$ cat src/hw/rtl/tla_pkg.sv
// Shared types, widths and a helper function of the tour length accumulator.
package tla_pkg;

  // Field widths of the stream items.
  localparam int unsigned COORD_W = 24;
  localparam int unsigned INDEX_W = 10;
  localparam int unsigned TOTAL_W = 48;

  // Packed stream data widths, rounded up to whole bytes.
  localparam int unsigned S_TDATA_W = 64;
  localparam int unsigned M_TDATA_W = 48;

  // Datapath widths: absolute coordinate difference, its square, the sum of two
  // squares, and the root.
  localparam int unsigned ABS_W  = COORD_W;
  localparam int unsigned SQ_W   = 2 * ABS_W;
  localparam int unsigned SUM_W  = SQ_W + 1;
  localparam int unsigned ROOT_W = 25;

  // The square root retires one result bit per cycle.
  localparam int unsigned SQRT_STEPS = ROOT_W;
  localparam int unsigned RAD_W      = 2 * SQRT_STEPS;
  localparam int unsigned REM_W      = ROOT_W + 2;
  localparam int unsigned STEP_CNT_W = $clog2(SQRT_STEPS + 1);

  // Width that compares a city index against any supported table depth.
  localparam int unsigned IDX_CMP_W = 17;

  localparam logic [TOTAL_W-1:0] TOTAL_MAX = {TOTAL_W{1'b1}};

  // Operation codes carried in tuser.
  localparam logic OP_LOAD  = 1'b0;
  localparam logic OP_VISIT = 1'b1;

  // Number of visits seen in the current tour.
  localparam logic [1:0] VISITS_NONE = 2'd0;
  localparam logic [1:0] VISITS_ONE  = 2'd1;
  localparam logic [1:0] VISITS_MANY = 2'd2;

  typedef enum logic [2:0] {
    ST_IDLE,
    ST_READ,
    ST_SQUARE,
    ST_START,
    ST_ROOT,
    ST_ACC,
    ST_EMIT
  } tla_state_e;

  // Absolute difference of two signed coordinates.
  function automatic logic [ABS_W-1:0] abs_diff(input logic [COORD_W-1:0] a,
                                                input logic [COORD_W-1:0] b);
    logic [COORD_W:0] d;
    logic [COORD_W:0] n;
    d = {a[COORD_W-1], a} - {b[COORD_W-1], b};
    n = -d;
    return d[COORD_W] ? n[ABS_W-1:0] : d[ABS_W-1:0];
  endfunction

endpackage

$ cat src/hw/rtl/tla_sqrt.sv
// Iterative floor square root, one result bit per cycle.
module tla_sqrt import tla_pkg::*; (
  input  logic              clk_i,
  input  logic              rst_ni,
  input  logic              start_i,
  input  logic [RAD_W-1:0]  radicand_i,
  output logic              done_o,
  output logic [ROOT_W-1:0] root_o
);

  logic [RAD_W-1:0]      rad_q, rad_d;
  logic [REM_W-1:0]      rem_q, rem_d;
  logic [ROOT_W-1:0]     root_q, root_d;
  logic [STEP_CNT_W-1:0] cnt_q, cnt_d;
  logic                  done_q, done_d;

  logic [REM_W+1:0] rem_sh;
  logic [REM_W+1:0] trial;
  logic [REM_W+1:0] rem_sub;

  // One restoring step: bring down two radicand bits and try the next root bit.
  always_comb begin
    rem_sh  = {rem_q, rad_q[RAD_W-1 -: 2]};
    trial   = {2'b00, root_q, 2'b01};
    rem_sub = rem_sh - trial;
    rad_d   = rad_q;
    rem_d   = rem_q;
    root_d  = root_q;
    cnt_d   = cnt_q;
    done_d  = 1'b0;
    if (start_i) begin
      rad_d  = radicand_i;
      rem_d  = '0;
      root_d = '0;
      cnt_d  = STEP_CNT_W'(SQRT_STEPS);
    end else if (cnt_q != '0) begin
      rad_d = {rad_q[RAD_W-3:0], 2'b00};
      if (rem_sh >= trial) begin
        rem_d  = rem_sub[REM_W-1:0];
        root_d = {root_q[ROOT_W-2:0], 1'b1};
      end else begin
        rem_d  = rem_sh[REM_W-1:0];
        root_d = {root_q[ROOT_W-2:0], 1'b0};
      end
      cnt_d  = cnt_q - 1'b1;
      done_d = (cnt_q == STEP_CNT_W'(1));
    end
  end

  // Step counter and done flag.
  always_ff @(posedge clk_i or negedge rst_ni) begin
    if (!rst_ni) begin
      cnt_q  <= '0;
      done_q <= 1'b0;
    end else begin
      cnt_q  <= cnt_d;
      done_q <= done_d;
    end
  end

  // Working registers.
  always_ff @(posedge clk_i) begin
    rad_q  <= rad_d;
    rem_q  <= rem_d;
    root_q <= root_d;
  end

  assign done_o = done_q;
  assign root_o = root_q;

endmodule

$ cat config.mk
export PLATFORM = sky130hd
export DESIGN_NAME = tla_sqrt
export DESIGN_NICKNAME = d
export VERILOG_FILES = /design/src/hw/rtl/tla_pkg.sv /design/src/hw/rtl/tla_sqrt.sv
export SDC_FILE = /design/constraint.sdc
export NUM_CORES = 1
export LEC_CHECK = 0
export BUFFER_PORTS_ARGS = -buffer_cell sky130_fd_sc_hd__buf_2
export CORE_MARGIN = 2
export CORE_UTILIZATION = 45
export CTS_CLUSTER_SIZE = 8
export DETAILED_ROUTE_END_ITERATION = 8
export PLACE_DENSITY = 0.76
export RECOVER_POWER = 25
export SYNTH_ARGS = -nofsm -noshare
export SYNTH_HDL_FRONTEND = slang
export SYNTH_SLANG_ARGS = --single-unit
$ cat constraint.sdc
create_clock -name clk_i -period 3.8 [get_ports clk_i]
set_clock_uncertainty 0.1 [all_clocks]
set_input_delay 0.19 -clock clk_i [delete_from_list [all_inputs] [get_ports clk_i]]
set_output_delay 0.19 -clock clk_i [all_outputs]
set_load 0.01 [all_outputs]
==> flow_summary.yaml <==
route:
  top_layer_used: "met4"
  avgRoutedWirePerCell_um: 15.4
  drtIter0Drc: 197
  ant_nets: 0
  post_drt_via_cell_ratio: 5.56
  vias: 4823
  dr.pass1.iters: 6
  finalWirelength_um: 13400
  m1WireLength_um: 5860
  met2_length_um: 6360
  drc: 0
  met3_length_um: 942
timing:
  worst_slew_pin_slew_ps: 1530
  fin_ws_ps: 588
  fin_setup_tns_ps: 0
  relSlewSlack_pct: -2.28
  post-route-period-util_pct: 84.5
  clock.fmax_mhz: 311
  layout_min_cycle_time_ps: 3210
  finalHoldViolCount: 0
  setup_viol: 0
  rsz0062_at_grt: "false"
  holdWs_ps: 21.5
  final_max_slew_viol_count: 32
floorplan:
  chipHeight_um: 121
  start_util_pct: 46.2
  die_w_um: 121
  rows: 42
  die_area_um2: 14600
  core_um2: 13300
  pin_count: 79
cts:
  clock_latency_ps: 360
  cts.htree.levels: 3
  path_clk_slew_ps: 70
  numCtsBuffers: 9
  cts_tree: "yes"
  clock_path_buffers: 2
  clockRootBuffer: "clkbuf_16"
  cts_sinks: 108
global_route:
  grt_start_max_net_pins: 78
  grt_pass1_vias: 4887
  antenna_found_initial: 0
  grt_first_pass_wirelength_um: 22700
  grt_usage_pct: 19.2
  grt.overflow.total: 0
synthesis:
  syn_area_um2: 6150
  synthCells: 630
  synth.most_common_cell: "nand2_1"
  avgSynthCellArea_um2: 9.76
  ys_seq_area_share_pct: 43.8
  synth_area_leader_cell: "edfxtp_1"
  yosys_warnings: 0
  synthesis.nets: 713
  synthTopCellsByCount: "nand2_1 (94), a21oi_1 (57), dfxtp_1 (52)"
  ys_ff_latch: 108
  yosys.area.top_type_share_pct: 24.4
  synth_edf_count: 50
  synth_area_leaders: "edfxtp_1 (24%), dfxtp_1 (17%), mux2_2 (9.2%)"
  ys_types: 59
  async_flop_share_pct: 5.56
  ys.flop_type: "dfxtp_1"
layout:
  fillers: 1237
  postLayoutCellArea_um2: 6870
  stdcell_count: 867
  fin_nets: 769
  area_growth_pct: 11.7
  drive_above_1_share_pct: 21.3
  final_core_util_pct: 51.7
  n_antenna_cell: 0
setup_path:
  slowest_stage: "or4_1"
  slowest_delay_ps: 570
  ff2ff_path_depth: 9
  crit_type: "register to register"
  cp.depth: 9
  cp.required_ps: 3960
  worstSetupStartpointType: "register"
  cp-end-kind: "register"
  crit_chain: "inv_1, ha_1, and3_2, nand2_2, a2111oi_4, o31ai_4, and2_4, or4_1, a311oi_2"
  worstPathArrival_ps: 3380
  worst-path-buf-inv: 1
  critPathTopFamily: "simple AND/OR/NAND/NOR gates"
  crit_fanout: 32
placement:
  place_congestion: 0.966
  port_buffers: 78
  place_area_um2: 6610
  hpwlAfterDp_um: 9280
  place_ws_ps: 644
  place_inst: 849
outcome:
  violations: "max-capacitance violations, max-slew violations"
  status: "complete, but fails checks"
hold_path:
  hold_path_depth: 2
  hold_path.class: "input pin to register"
power:
  powerDensity_nw_per_um2: 720
  cellLeakagePower_nw: 2.71
  p_total_mw: 4.95
  peakVddDrop_v: 0.000361
run:
  drv_cap: 1
[cells in the final DEF, fill, tap and decap left out, drive strengths merged, types with 7 or more instances in the layout]
cell	netlist	layout
a21o	17	17
nand2	95	95
edfxtp	50	50
a211oi	11	11
dfxtp	52	52
nor3	8	8
ha	30	30
a21oi	58	58
nor2	38	38
o21ai	16	16
clkbuf	27	34
mux2	50	50
xnor2	10	10
inv	35	38
nand3	15	15
nand2b	8	8
a311oi	17	17
buf	11	56
or3	7	7
[routing by layer]
metal	vias up	track usage (%)
li1	2401	-
met1	2272	23.3
met2	130	31.7
met3	20	6.86
met4	0	6.40
met5	-	0
[what timing repair did]
item | CTS | global route
hold buffers | 2 | 0
resized for setup | 0 | 0
endpoints found under the hold margin | 7 | 0
setup buffers | 0 | 0
[final timing paths]
check	from	endpoint	slack, ps
max in group asynchronous	rst_ni	cnt_q[1]$_DFFE_PN0P_	3220
max	root_o[17]$_SDFFE_PP0P_	rem_q[26]$_SDFFE_PP0P_	590
min reg2reg	rem_q[0]$_SDFFE_PP0P_	rem_q[0]$_SDFFE_PP0P_	380
min	radicand_i[0]	rad_q[0]$_SDFFCE_PN0P_	20
min in group asynchronous	rst_ni	done_o$_DFF_PN0_	140
max reg2reg	root_o[17]$_SDFFE_PP0P_	rem_q[26]$_SDFFE_PP0P_	590
[flip-flops by register name, indices dropped and copies added, names as in the netlist]
signal / count
rad_q: 50
rem_q: 27
root_o: 25
cnt_q: 5
done_o: 1
[worst reg2reg max path, delay by kind of cell (launching register included)]
| family | cells | cell delay [ps] |
|---|---|---|
| flops | 1 | 370 |
| simple gates | 4 | 1280 |
| buf+inv | 1 | 70 |
| compound gates | 3 | 860 |
| fa+ha+maj | 1 | 440 |
[final cells by class]
| type | instances | area (µm²) | area share (%) |
|---|---|---|---|
| clock buffers | 9 | 225 | 3.28 |
| clock inverters | 7 | 48.8 | 0.710 |
| inverters | 35 | 131 | 1.91 |
| multi-input cells | 449 | 3150 | 45.8 |
| flip-flops and latches | 108 | 2690 | 39.2 |
| well taps | 176 | 220 | 3.21 |
| repair buffers | 83 | 402 | 5.85 |
[cells by family (layout without fill, tap and decap cells)]
family / after synthesis / in the layout / synth area share (%)
simple gates: 195 / 195 / 14.2
compound gates: 159 / 159 / 19.5
flops: 108 / 108 / 43.8
buf+inv: 73 / 134 / 5.05
mux: 51 / 51 / 9.32
fa+ha+maj: 30 / 30 / 6.11
xor+xnor: 14 / 14 / 1.99
[power by group]
group	switching, mW	leakage [nW]	total (mW)	internal [mW]
clock	0.436	0.134	0.884	0.448
combinational	1.44	1.55	2.54	1.10
sequential	0.123	1.03	1.53	1.41
total	1.99	2.71	4.95	2.95
No activity file was read; power rests on OpenSTA's default activity.
